## src/design/assert_macros.svh

```systemverilog
// ---------------------------------------------------------------------------
// Assertion macros for the analog stick conditioner.
// These are clocked property checks that are left out of synthesis.
// ---------------------------------------------------------------------------
`ifndef ASSERT_MACROS_SVH
`define ASSERT_MACROS_SVH

`ifndef SYNTHESIS
// The property must hold at every rising edge outside reset.
`define ACU_ASSERT(lbl, clk, rst, prop) \
   lbl: assert property (@(posedge clk) disable iff (rst) prop) \
      else $error("analog stick conditioner: assertion failed");
// The condition must never be true at a rising edge outside reset.
`define ACU_ASSERT_NEVER(lbl, clk, rst, cond) \
   lbl: assert property (@(posedge clk) disable iff (rst) !(cond)) \
      else $error("analog stick conditioner: forbidden condition seen");
`else
`define ACU_ASSERT(lbl, clk, rst, prop)
`define ACU_ASSERT_NEVER(lbl, clk, rst, cond)
`endif

`endif

```

## src/design/acu_pkg.sv

```systemverilog
// ---------------------------------------------------------------------------
// acu_pkg
// Types, constants and tables that the conditioner modules share.
// ---------------------------------------------------------------------------
`timescale 1ns / 1ps

package acu_pkg;

   // Input transaction: one raw stick sample in Q1.15.
   typedef struct packed {
      logic signed [15:0] raw_x;
      logic signed [15:0] raw_y;
   } req_payload_type;

   // Result transaction.
   typedef struct packed {
      logic signed [15:0] stick_x;
      logic signed [15:0] stick_y;
      logic [15:0]        stick_angle;
      logic [15:0]        stick_magnitude;
      logic               is_calibrated;
   } rsp_payload_type;

   // Status that each iterative unit reports to the sequencer.
   typedef struct packed {
      logic busy;
      logic done;
   } unit_status_type;

   // Register indexes on the configuration port.
   localparam logic [1:0] CSR_DEAD_ZONE_MODE    = 2'd0;
   localparam logic [1:0] CSR_INITIAL_DEAD_ZONE = 2'd1;
   localparam logic [1:0] CSR_FINAL_DEAD_ZONE   = 2'd2;

   // Register reset values.
   localparam logic        RST_DEAD_ZONE_MODE    = 1'b1;
   localparam logic [15:0] RST_INITIAL_DEAD_ZONE = 16'd19661;
   localparam logic [15:0] RST_FINAL_DEAD_ZONE   = 16'd13107;

   // 0.99 of full scale, rounded up.
   localparam logic signed [15:0] CAL_LEVEL = 16'sd32441;

   // Number of steps in every iterative unit.
   localparam int unsigned UNIT_STEPS = 16;

   // Arctangent of 2^-i in units of 2^-24 turn.
   function automatic logic [23:0] atan_turn(input logic [3:0] idx);
      logic [23:0] val;
      case (idx)
         4'd0:    val = 24'd2097152;
         4'd1:    val = 24'd1238021;
         4'd2:    val = 24'd654136;
         4'd3:    val = 24'd332050;
         4'd4:    val = 24'd166669;
         4'd5:    val = 24'd83416;
         4'd6:    val = 24'd41718;
         4'd7:    val = 24'd20860;
         4'd8:    val = 24'd10430;
         4'd9:    val = 24'd5215;
         4'd10:   val = 24'd2608;
         4'd11:   val = 24'd1304;
         4'd12:   val = 24'd652;
         4'd13:   val = 24'd326;
         4'd14:   val = 24'd163;
         default: val = 24'd81;
      endcase
      return val;
   endfunction

endpackage

```

## src/design/analog_stick_conditioner_unit.sv

```systemverilog
// ---------------------------------------------------------------------------
// analog_stick_conditioner_unit
// Dead zone, magnitude limiting and direction for one analog stick sample.
//
//   Channel   Direction  Handshake            Payload
//   req_      in         req_valid/req_stall  raw_x, raw_y
//   rsp_      out        rsp_valid/rsp_stall  stick_x/y, angle, magnitude, flag
//   csr_      in         csr_we               csr_index, csr_wdata
//
// A sample passes twice through the shared sixteen-step divider for the
// dead zone, and twice more when the vector is longer than 1.0 and must
// be scaled down; root and CORDIC run side by side.
// Reset is synchronous and clears the control state, configuration and
// calibration registers; the working and result data are not reset.
// A stalled result waits in the output register; the next sample is
// accepted meanwhile but its result is held until the first is taken.
// ---------------------------------------------------------------------------
`timescale 1ns / 1ps
`include "assert_macros.svh"

module analog_stick_conditioner_unit (
   input  logic                     clock,
   input  logic                     reset,
   input  logic                     req_valid,
   output logic                     req_stall,
   input  acu_pkg::req_payload_type req_payload,
   output logic                     rsp_valid,
   input  logic                     rsp_stall,
   output acu_pkg::rsp_payload_type rsp_payload,
   input  logic                     csr_we,
   input  logic [1:0]               csr_index,
   input  logic [15:0]              csr_wdata
);
   import acu_pkg::*;

   typedef enum logic [3:0] {
      ST_IDLE,
      ST_DZ_X,
      ST_DZ_Y,
      ST_SQ_X,
      ST_SQ_Y,
      ST_ROOT,
      ST_SC_X,
      ST_SC_Y,
      ST_OUT
   } state_type;

   state_type state_ff;

   // Configuration registers.
   logic        cfg_mode_ff;
   logic [15:0] cfg_initial_ff;
   logic [15:0] cfg_final_ff;

   // Calibration state.
   logic               cal_ff;
   logic signed [15:0] min_x_ff, max_x_ff, min_y_ff, max_y_ff;
   logic signed [15:0] last_x_ff, last_y_ff;
   logic signed [15:0] min_x_in, max_x_in, min_y_in, max_y_in;
   logic               cal_in;

   // Per-transaction working registers.
   logic signed [15:0] raw_x_ff, raw_y_ff;
   logic               mode_ff;
   logic [15:0]        dz_ff;
   logic [16:0]        ax_ff, ay_ff;
   logic               sx_ff, sy_ff;
   logic [31:0]        s_ff;
   logic [15:0]        root_ff;
   logic [15:0]        ang_ff;
   logic [15:0]        qx_ff, qy_ff;
   logic               root_got_ff, ang_got_ff;
   logic               div_start_ff, unit_start_ff;
   logic               div_start_in, unit_start_in;
   logic               units_done;
   logic               div_phase;
   logic               rsp_valid_ff;
   rsp_payload_type    rsp_ff;

   // Shared unit connections.
   unit_status_type div_stat, sqrt_stat, cordic_stat;
   logic [31:0]     div_numer;
   logic [16:0]     div_denom;
   logic [15:0]     div_quot;
   logic [15:0]     sqrt_root;
   logic [15:0]     cordic_angle;

   // Dead zone operands.
   logic signed [15:0] sel_raw;
   logic [16:0]        abs_v;
   logic [16:0]        dz_a;
   logic [16:0]        dz_den;
   logic [16:0]        dz_diff;
   logic               dz_zero;
   logic [16:0]        dz_value;
   logic [31:0]        dz_numer;
   logic [16:0]        sc_mag;
   logic               sc_phase;

   // Squaring.
   logic [16:0] mul_op;
   logic [33:0] mul_prod;

   // Result assembly.
   logic               scale;
   logic signed [16:0] vec_x, vec_y;
   logic [16:0]        out_mx, out_my;
   logic signed [15:0] out_x, out_y;

   // Dead zone: 2|v| in Q0.16, rounded quotient of the excess.
   always_comb begin
      sel_raw  = (state_ff == ST_DZ_Y) ? raw_y_ff : raw_x_ff;
      abs_v    = sel_raw[15] ? 17'(-{sel_raw[15], sel_raw}) : {1'b0, sel_raw};
      dz_a     = {abs_v[15:0], 1'b0};
      dz_zero  = dz_a <= {1'b0, dz_ff};
      dz_den   = 17'h1_0000 - {1'b0, dz_ff};
      dz_diff  = dz_a - {1'b0, dz_ff};
      dz_numer = {dz_diff, 15'b0} + {16'b0, dz_den[16:1]};
      if (!mode_ff) begin
         dz_value = abs_v;
      end else if (dz_zero) begin
         dz_value = '0;
      end else begin
         dz_value = {1'b0, div_quot};
      end
   end

   // Divider operand selection: dead zone or magnitude scaling.
   always_comb begin
      sc_phase = (state_ff == ST_SC_X) || (state_ff == ST_SC_Y);
      sc_mag   = (state_ff == ST_SC_Y) ? ay_ff : ax_ff;
      if (sc_phase) begin
         div_numer = {sc_mag[16:0], 15'b0};
         div_denom = {1'b0, root_ff};
      end else begin
         div_numer = dz_numer;
         div_denom = dz_den;
      end
   end

   // One multiplier squares each axis in turn.
   assign mul_op   = (state_ff == ST_SQ_Y) ? ay_ff : ax_ff;
   assign mul_prod = mul_op * mul_op;

   // Calibration tracks the previous result before this sample.
   always_comb begin
      max_x_in = (last_x_ff > max_x_ff) ? last_x_ff : max_x_ff;
      min_x_in = (last_x_ff < min_x_ff) ? last_x_ff : min_x_ff;
      max_y_in = (last_y_ff > max_y_ff) ? last_y_ff : max_y_ff;
      min_y_in = (last_y_ff < min_y_ff) ? last_y_ff : min_y_ff;
      cal_in   = (max_x_in >= CAL_LEVEL) && (min_x_in <= -CAL_LEVEL) &&
                 (max_y_in >= CAL_LEVEL) && (min_y_in <= -CAL_LEVEL);
   end

   // Signed axis values and the limited output vector.
   always_comb begin
      vec_x  = sx_ff ? 17'(-ax_ff) : ax_ff;
      vec_y  = sy_ff ? 17'(-ay_ff) : ay_ff;
      scale  = s_ff > 32'h4000_0000;
      out_mx = scale ? {1'b0, qx_ff} : ax_ff;
      out_my = scale ? {1'b0, qy_ff} : ay_ff;
      if (!sx_ff && out_mx[15]) begin
         out_x = 16'sh7FFF;
      end else begin
         out_x = 16'(sx_ff ? 17'(-out_mx) : out_mx);
      end
      if (!sy_ff && out_my[15]) begin
         out_y = 16'sh7FFF;
      end else begin
         out_y = 16'(sy_ff ? 17'(-out_my) : out_my);
      end
   end

   // Start pulses for the shared units.
   always_comb begin
      units_done = (root_got_ff || sqrt_stat.done) && (ang_got_ff || cordic_stat.done);
      case (state_ff)
         ST_IDLE:          div_start_in = req_valid;
         ST_DZ_X, ST_SC_X: div_start_in = div_stat.done;
         ST_ROOT:          div_start_in = units_done && scale;
         default:          div_start_in = 1'b0;
      endcase
      unit_start_in = (state_ff == ST_SQ_Y);
   end

   // Sequencer, configuration and result registers.
   always_ff @(posedge clock) begin
      if (reset) begin
         state_ff       <= ST_IDLE;
         cfg_mode_ff    <= RST_DEAD_ZONE_MODE;
         cfg_initial_ff <= RST_INITIAL_DEAD_ZONE;
         cfg_final_ff   <= RST_FINAL_DEAD_ZONE;
         cal_ff         <= 1'b0;
         min_x_ff       <= '0;
         max_x_ff       <= '0;
         min_y_ff       <= '0;
         max_y_ff       <= '0;
         last_x_ff      <= '0;
         last_y_ff      <= '0;
         div_start_ff   <= 1'b0;
         unit_start_ff  <= 1'b0;
         root_got_ff    <= 1'b0;
         ang_got_ff     <= 1'b0;
         rsp_valid_ff   <= 1'b0;
      end else begin
         div_start_ff  <= div_start_in;
         unit_start_ff <= unit_start_in;

         if (csr_we) begin
            case (csr_index)
               CSR_DEAD_ZONE_MODE:    cfg_mode_ff    <= csr_wdata[0];
               CSR_INITIAL_DEAD_ZONE: cfg_initial_ff <= csr_wdata;
               CSR_FINAL_DEAD_ZONE:   cfg_final_ff   <= csr_wdata;
               default:               ;
            endcase
         end

         // A taken result frees the output register unless a new one lands.
         if (rsp_valid_ff && !rsp_stall && (state_ff != ST_OUT)) begin
            rsp_valid_ff <= 1'b0;
         end

         case (state_ff)
            ST_IDLE: begin
               if (req_valid) begin
                  raw_x_ff     <= req_payload.raw_x;
                  raw_y_ff     <= req_payload.raw_y;
                  mode_ff      <= cfg_mode_ff;
                  dz_ff        <= cal_ff ? cfg_final_ff : cfg_initial_ff;
                  if (!cal_ff) begin
                     min_x_ff <= min_x_in;
                     max_x_ff <= max_x_in;
                     min_y_ff <= min_y_in;
                     max_y_ff <= max_y_in;
                     cal_ff   <= cal_in;
                  end
                  state_ff     <= ST_DZ_X;
               end
            end
            ST_DZ_X: begin
               if (div_stat.done) begin
                  ax_ff        <= dz_value;
                  sx_ff        <= raw_x_ff[15];
                  state_ff     <= ST_DZ_Y;
               end
            end
            ST_DZ_Y: begin
               if (div_stat.done) begin
                  ay_ff    <= dz_value;
                  sy_ff    <= raw_y_ff[15];
                  state_ff <= ST_SQ_X;
               end
            end
            ST_SQ_X: begin
               s_ff     <= mul_prod[31:0];
               state_ff <= ST_SQ_Y;
            end
            ST_SQ_Y: begin
               s_ff          <= s_ff + mul_prod[31:0];
               root_got_ff   <= 1'b0;
               ang_got_ff    <= 1'b0;
               state_ff      <= ST_ROOT;
            end
            ST_ROOT: begin
               // Root and direction run together; wait for both.
               if (sqrt_stat.done) begin
                  root_ff     <= sqrt_root;
                  root_got_ff <= 1'b1;
               end
               if (cordic_stat.done) begin
                  ang_ff     <= cordic_angle;
                  ang_got_ff <= 1'b1;
               end
               if (units_done) begin
                  if (scale) begin
                     state_ff <= ST_SC_X;
                  end else begin
                     state_ff <= ST_OUT;
                  end
               end
            end
            ST_SC_X: begin
               if (div_stat.done) begin
                  qx_ff        <= div_quot;
                  state_ff     <= ST_SC_Y;
               end
            end
            ST_SC_Y: begin
               if (div_stat.done) begin
                  qy_ff    <= div_quot;
                  state_ff <= ST_OUT;
               end
            end
            ST_OUT: begin
               if (!(rsp_valid_ff && rsp_stall)) begin
                  rsp_ff.stick_x         <= out_x;
                  rsp_ff.stick_y         <= out_y;
                  rsp_ff.stick_angle     <= ang_ff;
                  rsp_ff.stick_magnitude <= scale ? 16'h8000 : root_ff;
                  rsp_ff.is_calibrated   <= cal_ff;
                  last_x_ff              <= out_x;
                  last_y_ff              <= out_y;
                  rsp_valid_ff           <= 1'b1;
                  state_ff               <= ST_IDLE;
               end
            end
            default: begin
               state_ff <= ST_IDLE;
            end
         endcase
      end
   end

   acu_div u_div (
      .clock  (clock),
      .reset  (reset),
      .start  (div_start_ff),
      .numer  (div_numer),
      .denom  (div_denom),
      .status (div_stat),
      .quot   (div_quot)
   );

   acu_sqrt u_sqrt (
      .clock    (clock),
      .reset    (reset),
      .start    (unit_start_ff),
      .radicand (s_ff),
      .status   (sqrt_stat),
      .root     (sqrt_root)
   );

   acu_cordic u_cordic (
      .clock  (clock),
      .reset  (reset),
      .start  (unit_start_ff),
      .vec_x  (vec_x),
      .vec_y  (vec_y),
      .status (cordic_stat),
      .angle  (cordic_angle)
   );

   assign req_stall   = (state_ff != ST_IDLE);
   assign rsp_valid   = rsp_valid_ff;
   assign rsp_payload = rsp_ff;

   // States in which the sequencer waits on the divider.
   assign div_phase = (state_ff == ST_DZ_X) || (state_ff == ST_DZ_Y) ||
                      (state_ff == ST_SC_X) || (state_ff == ST_SC_Y);

   // Calibration, once reached, is never lost.
   `ACU_ASSERT(a_cal_sticky, clock, reset, cal_ff |=> cal_ff)
   // The reported magnitude never exceeds 1.0.
   `ACU_ASSERT(a_mag_limit, clock, reset, rsp_valid_ff |-> (rsp_ff.stick_magnitude <= 16'h8000))
   // The divider only finishes while the sequencer waits for it.
   `ACU_ASSERT_NEVER(a_div_owner, clock, reset, div_stat.done && !div_phase)

endmodule

```

## src/design/acu_div.sv

```systemverilog
// ---------------------------------------------------------------------------
// acu_div
// Restoring divider, one quotient bit per cycle, sixteen quotient bits.
// The caller guarantees that the quotient fits in sixteen bits.
// ---------------------------------------------------------------------------
`timescale 1ns / 1ps

module acu_div (
   input  logic                     clock,
   input  logic                     reset,
   input  logic                     start,
   input  logic [31:0]              numer,
   input  logic [16:0]              denom,
   output acu_pkg::unit_status_type status,
   output logic [15:0]              quot
);
   import acu_pkg::*;

   logic [16:0] rem_ff;
   logic [15:0] num_ff;
   logic [16:0] den_ff;
   logic [15:0] quot_ff;
   logic [3:0]  cnt_ff;
   logic        busy_ff;
   logic        done_ff;
   logic [17:0] trial;
   logic        fits;

   // Bring down the next numerator bit and try the subtraction.
   assign trial = {rem_ff, num_ff[15]};
   assign fits  = trial >= {1'b0, den_ff};

   always_ff @(posedge clock) begin
      if (reset) begin
         busy_ff <= 1'b0;
         done_ff <= 1'b0;
         cnt_ff  <= '0;
      end else begin
         done_ff <= 1'b0;
         if (start) begin
            rem_ff  <= {1'b0, numer[31:16]};
            num_ff  <= numer[15:0];
            den_ff  <= denom;
            cnt_ff  <= '0;
            busy_ff <= 1'b1;
         end else if (busy_ff) begin
            if (fits) begin
               rem_ff <= 17'(trial - {1'b0, den_ff});
            end else begin
               rem_ff <= trial[16:0];
            end
            num_ff  <= {num_ff[14:0], 1'b0};
            quot_ff <= {quot_ff[14:0], fits};
            cnt_ff  <= cnt_ff + 4'd1;
            if (cnt_ff == 4'(UNIT_STEPS - 1)) begin
               busy_ff <= 1'b0;
               done_ff <= 1'b1;
            end
         end
      end
   end

   assign status.busy = busy_ff;
   assign status.done = done_ff;
   assign quot        = quot_ff;

endmodule

```

## src/design/acu_sqrt.sv

```systemverilog
// ---------------------------------------------------------------------------
// acu_sqrt
// Integer square root, two radicand bits per cycle, sixteen root bits.
// ---------------------------------------------------------------------------
`timescale 1ns / 1ps

module acu_sqrt (
   input  logic                     clock,
   input  logic                     reset,
   input  logic                     start,
   input  logic [31:0]              radicand,
   output acu_pkg::unit_status_type status,
   output logic [15:0]              root
);
   import acu_pkg::*;

   logic [31:0] rem_ff;
   logic [31:0] res_ff;
   logic [31:0] bit_ff;
   logic [3:0]  cnt_ff;
   logic        busy_ff;
   logic        done_ff;
   logic [32:0] trial;
   logic        fits;

   assign trial = {1'b0, res_ff} + {1'b0, bit_ff};
   assign fits  = {1'b0, rem_ff} >= trial;

   always_ff @(posedge clock) begin
      if (reset) begin
         busy_ff <= 1'b0;
         done_ff <= 1'b0;
         cnt_ff  <= '0;
      end else begin
         done_ff <= 1'b0;
         if (start) begin
            rem_ff  <= radicand;
            res_ff  <= '0;
            bit_ff  <= 32'h4000_0000;
            cnt_ff  <= '0;
            busy_ff <= 1'b1;
         end else if (busy_ff) begin
            if (fits) begin
               rem_ff <= 32'({1'b0, rem_ff} - trial);
               res_ff <= (res_ff >> 1) + bit_ff;
            end else begin
               res_ff <= res_ff >> 1;
            end
            bit_ff <= bit_ff >> 2;
            cnt_ff <= cnt_ff + 4'd1;
            if (cnt_ff == 4'(UNIT_STEPS - 1)) begin
               busy_ff <= 1'b0;
               done_ff <= 1'b1;
            end
         end
      end
   end

   assign status.busy = busy_ff;
   assign status.done = done_ff;
   assign root        = res_ff[15:0];

endmodule

```

## src/design/acu_cordic.sv

```systemverilog
// ---------------------------------------------------------------------------
// acu_cordic
// Vectoring CORDIC, one rotation per cycle, giving the stick direction as a
// fraction of a turn measured from negative y towards positive x.
// ---------------------------------------------------------------------------
`timescale 1ns / 1ps

module acu_cordic (
   input  logic                     clock,
   input  logic                     reset,
   input  logic                     start,
   input  logic signed [16:0]       vec_x,
   input  logic signed [16:0]       vec_y,
   output acu_pkg::unit_status_type status,
   output logic [15:0]              angle
);
   import acu_pkg::*;

   logic signed [26:0] u_ff;
   logic signed [26:0] w_ff;
   logic [23:0]        z_ff;
   logic [3:0]         cnt_ff;
   logic               busy_ff;
   logic               done_ff;
   logic signed [26:0] u_init;
   logic signed [26:0] w_init;
   logic signed [26:0] du;
   logic signed [26:0] dw;
   logic [23:0]        z_round;

   // Start vector is (-y, x) scaled by 256.
   assign w_init = {{10{vec_x[16]}}, vec_x} <<< 8;
   assign u_init = -({{10{vec_y[16]}}, vec_y} <<< 8);

   assign du = w_ff >>> cnt_ff;
   assign dw = u_ff >>> cnt_ff;

   always_ff @(posedge clock) begin
      if (reset) begin
         busy_ff <= 1'b0;
         done_ff <= 1'b0;
         cnt_ff  <= '0;
      end else begin
         done_ff <= 1'b0;
         if (start) begin
            // Fold the left half plane over with a half turn offset.
            if (u_init[26]) begin
               u_ff <= -u_init;
               w_ff <= -w_init;
               z_ff <= 24'h80_0000;
            end else begin
               u_ff <= u_init;
               w_ff <= w_init;
               z_ff <= '0;
            end
            cnt_ff  <= '0;
            busy_ff <= 1'b1;
         end else if (busy_ff) begin
            // Once the vector lies on the axis the remaining steps hold.
            if (w_ff != '0) begin
               if (!w_ff[26]) begin
                  u_ff <= u_ff + du;
                  w_ff <= w_ff - dw;
                  z_ff <= z_ff + atan_turn(cnt_ff);
               end else begin
                  u_ff <= u_ff - du;
                  w_ff <= w_ff + dw;
                  z_ff <= z_ff - atan_turn(cnt_ff);
               end
            end
            cnt_ff <= cnt_ff + 4'd1;
            if (cnt_ff == 4'(UNIT_STEPS - 1)) begin
               busy_ff <= 1'b0;
               done_ff <= 1'b1;
            end
         end
      end
   end

   // Round half up to 2^-16 turn; the full turn wraps away.
   assign z_round = z_ff + 24'd128;

   assign status.busy = busy_ff;
   assign status.done = done_ff;
   assign angle       = z_round[23:8];

endmodule
```

## config.mk

```make
export PLATFORM = sky130hd
export DESIGN_NAME = analog_stick_conditioner_unit
export DESIGN_NICKNAME = d
export VERILOG_FILES = /design/src/design/acu_pkg.sv /design/src/design/analog_stick_conditioner_unit.sv /design/src/design/acu_div.sv /design/src/design/acu_sqrt.sv /design/src/design/acu_cordic.sv
export VERILOG_INCLUDE_DIRS = /design/src /design/src/design
export SDC_FILE = /design/constraint.sdc
export NUM_CORES = 2
export LEC_CHECK = 0
export ABC_AREA = 1
export BUFFER_PORTS_ARGS = -buffer_cell sky130_fd_sc_hd__buf_2
export CAP_MARGIN = 25
export CORE_ASPECT_RATIO = 0.75
export CORE_MARGIN = 5
export CORE_UTILIZATION = 58
export CTS_CLUSTER_SIZE = 24
export DETAILED_ROUTE_END_ITERATION = 7
export GPL_TIMING_DRIVEN = 0
export PLACE_DENSITY = 0.75
export SLEW_MARGIN = 0
export SYNTH_ARGS = -nofsm -noshare
export SYNTH_HDL_FRONTEND = slang
export SYNTH_SLANG_ARGS = --single-unit
```

## constraint.sdc

```tcl
create_clock -name clock -period 10.55 [get_ports clock]
set_input_delay 1.055 -clock clock [delete_from_list [all_inputs] [get_ports clock]]
set_output_delay 1.055 -clock clock [all_outputs]
set_load 0.02 [all_outputs]
```

==> flow_metrics.tcl <==
set metrics [dict create \
    cts_resized 1 \
    critPathCaptureType "flop" \
    cp-start-kind "flop" \
    rows 96 \
    fin_ws_ns 0.591 \
    timing.hold.ws_ns 0.405 \
    cts.sinks 649 \
    cpMaxStageDelayCell "o311ai_0" \
    p_leak_uw 0.0277 \
    setup_viol 0 \
    cts_buffers 70 \
    critical_path_class "reg2reg" \
    synthFlopType "edfxtp_1" \
    synth_edf_count 470 \
    ys_ff_latch 649 \
    max_stage_delay_ns 0.62 \
    async_flop_share_pct 0 \
    synth_area_leaders "edfxtp_1 26%, nand2_1 11%, ha_1 9.1%" \
    fin_crit_ns 9.96 \
    critPathRequiredTime_ns 10.95 \
    synthDominantCellAreaShare_pct 26.1 \
    overflow 0 \
    fin_crit_sh_pct 94.4 \
    synth_largest_area_cell "edfxtp_1" \
    place_area_um2 56600 \
    max_freq_mhz 100 \
    layout.nets 8022 \
    synth_cells 7160 \
    slew_violations 0 \
    yosys_warnings 0 \
    via_per_inst 5.89 \
    postSynthAreaPerCell_um2 7.54 \
    dr.pass1.iters 8 \
    dp_hpwl_mm 136 \
    h-tree-depth 3 \
    start_util_pct 58.7 \
    drt_wl_total_mm 172 \
    first_iter_violations 6400 \
    ant_nets 0 \
    vias 51000 \
    post-place-ws_ns -0.177 \
    die_y_um 274 \
    boundaryPins 122 \
    cpMostUsedCell "inv_1" \
    setup_tns_ns 0 \
    irDropWorstVdd_v 0.00112 \
    yosysSeqAreaShare_pct 32.8 \
    post_cts_buffers 0 \
    critPathMaxFanout 11 \
    core_um2 91900 \
    drv_cap 0 \
    cts_root_buffer "clkbuf_16" \
    grt.total_usage_pct 33.8 \
    antenna_found_initial 6 \
    portBuffers 120 \
    areaGrowthSynthToFinish_pct 9.19 \
    drive_above_1_share_pct 5.39 \
    post_synth_num_cell_types 72 \
    syn-cell-area_um2 54000 \
    final_cells 8660 \
    path_clk_slew_ns 0.07 \
    skew_ns 0.0307 \
    route.detailed.drc 0 \
    outcome "finished clean" \
    worst_slew_pin_slew_ns 1.06 \
    hold_violations 0 \
    dp.cells 8528 \
    gp_congestion 1.02 \
    worstPathArrival_ns 10.36 \
    postCtsHoldBufs 0 \
    postLayoutCellArea_um2 58900 \
    hold_class "reg2reg" \
    grt_pass1_vias 47100 \
    maxSlewHeadroom_pct 28.5 \
    grt_max_degree 38 \
    grt_first_pass_wirelength_mm 264 \
    rsz0062_at_grt "false" \
    powerDensity_nw_per_um2 360 \
    clk_latency_ns 0.67 \
    die_w_um 362 \
    avgRoutedWirePerCell_um 19.9 \
    clk_path_buf_depth 3 \
    die_area_um2 99300 \
    tritoncts "done" \
]
## layout make-up
class	count	area, um2
inverter	1168	4390
multi-input combinational	5144	31200
fill	8100	33000
sequential	649	17700
buffer	200	841
clock buffer	93	1890
antenna	1	2.50
timing repair buffer	145	1020
tap	1225	1530
clock inverter	35	349
## synth_stat cells (4+ instances only)
cell and number:
buf_4 5, fa_1 197, o2111ai_1 7, o21a_1 26
nor4_1 29, a211oi_1 15, a31oi_1 42, or2_2 42
nand2_1 1621, edfxtp_1 470, a21boi_0 8, o221ai_1 9
buf_1 20, mux2i_1 28, a21oi_1 432, nand3_1 354
a31o_2 4, nand4_1 65, clkinv_1 10, nor3_1 92
o22ai_1 14, o211ai_1 48, o21ai_1 106, o31ai_1 14
nand3b_1 13, xnor2_1 96, buf_2 30, and2_1 4
nor2_1 576, xor2_1 184, inv_2 20, or2_0 5
o21bai_1 19, ha_1 392, dfxtp_1 179, clkbuf_1 140
o21ai_0 618, a21o_1 19, a221oi_1 16, buf_6 4
a22oi_1 5, inv_1 1137
## logic make-up after synthesis
kind of cell | after synthesis | synth area share [%]
compound gates | 1420 | 14.4
xor+xnor | 281 | 4.57
fa+ha+maj | 589 | 16.4
buf+inv | 1368 | 9.68
flops | 649 | 32.8
mux | 28 | 0.519
other cells | 1 | 0.00695
simple gates | 2824 | 21.6
## metal layers
metal	vias to the layer above	routed length, um	track usage, %
met5	-	40	0
met4	6	5500	9.67
met3	340	22800	9.92
met2	2883	68400	47.6
met1	23800	75500	50.4
li1	24000	-	-
## critical path, delay by kind of cell, from the launching register on
family	cells	cell delay, ns
buffers and inverters	12	1.58
AO/OA/AOI/OAI	7	2.47
AND/OR/NAND/NOR	12	1.70
flip-flops	1	0.38
adder cells (fa/ha/maj)	8	3.55
## placed cells by master, fill, tap and decap left out, types with 9 or more instances in the layout
cell type  Yosys  final
xor2_1       184    184
o31ai_1       14     14
nor4_1        29     29
clkinv_2       0     10
a221oi_1      16     16
o21bai_1      19     19
a21oi_1      432    430
dfxtp_1      179    179
edfxtp_1     470    470
o22ai_1       14     14
nand2_1     1621   1621
or2_2         42     42
a21o_1        19     19
xnor2_1       96     96
buf_2         30    151
o21ai_1      106    100
clkbuf_1     140    156
clkinv_1      10     15
fa_1         197    197
mux2i_1       28     28
a31oi_1       42     42
o21a_1        26     26
nand4_1       65     65
nand3b_1      13     13
ha_1         392    392
a211oi_1      15     15
inv_2         20     20
o21ai_0      618    616
nand3_1      354    354
nor2_1       576    566
buf_1         20     20
o211ai_1      48     48
nor3_1        92     92
clkbuf_16      0     70
inv_1       1137   1137
o221ai_1       9      9
## path summary, 6_finish.rpt
check | startpoint | to | slack (ns) | cells past startpoint
max | state_ff[2]$_SDFFE_PP0P_ | s_ff[27]$_DFFE_PP_ | 0.59 | 39
min | ang_ff[5]$_DFFE_PP_ | rsp_payload[22]$_DFFE_PP_ | 0.41 | 0
max reg2reg | state_ff[2]$_SDFFE_PP0P_ | s_ff[27]$_DFFE_PP_ | 0.59 | 39
min reg2reg | ang_ff[5]$_DFFE_PP_ | rsp_payload[22]$_DFFE_PP_ | 0.41 | 0
## power by group
group / internal [uW] / switching, uW
clock network: 1380 / 1120
logic: 5370 / 9900
registers: 3290 / 145
## state kept, by name, indices dropped and copies added (netlist names), 17 cells and up, named ones only
name,flops
rsp_payload,65
u_div.den_ff,17
ay_ff,17
u_sqrt.rem_ff,32
s_ff,32
u_div.rem_ff,17
u_cordic.w_ff,27
u_cordic.u_ff,27
u_cordic.z_ff,24
u_sqrt.res_ff,32
ax_ff,17
## per-stage QoR
step | utilization (%) | total power (uW)
final | 64.1 | 21200
after global routing | 64.1 | 23100
after CTS | 64.0 | 20800
after detailed placement | 61.6 | 18200
after global placement | 61.1 | 17900
after floorplan | - | 14900
No activity file was read; power rests on OpenSTA's default activity.
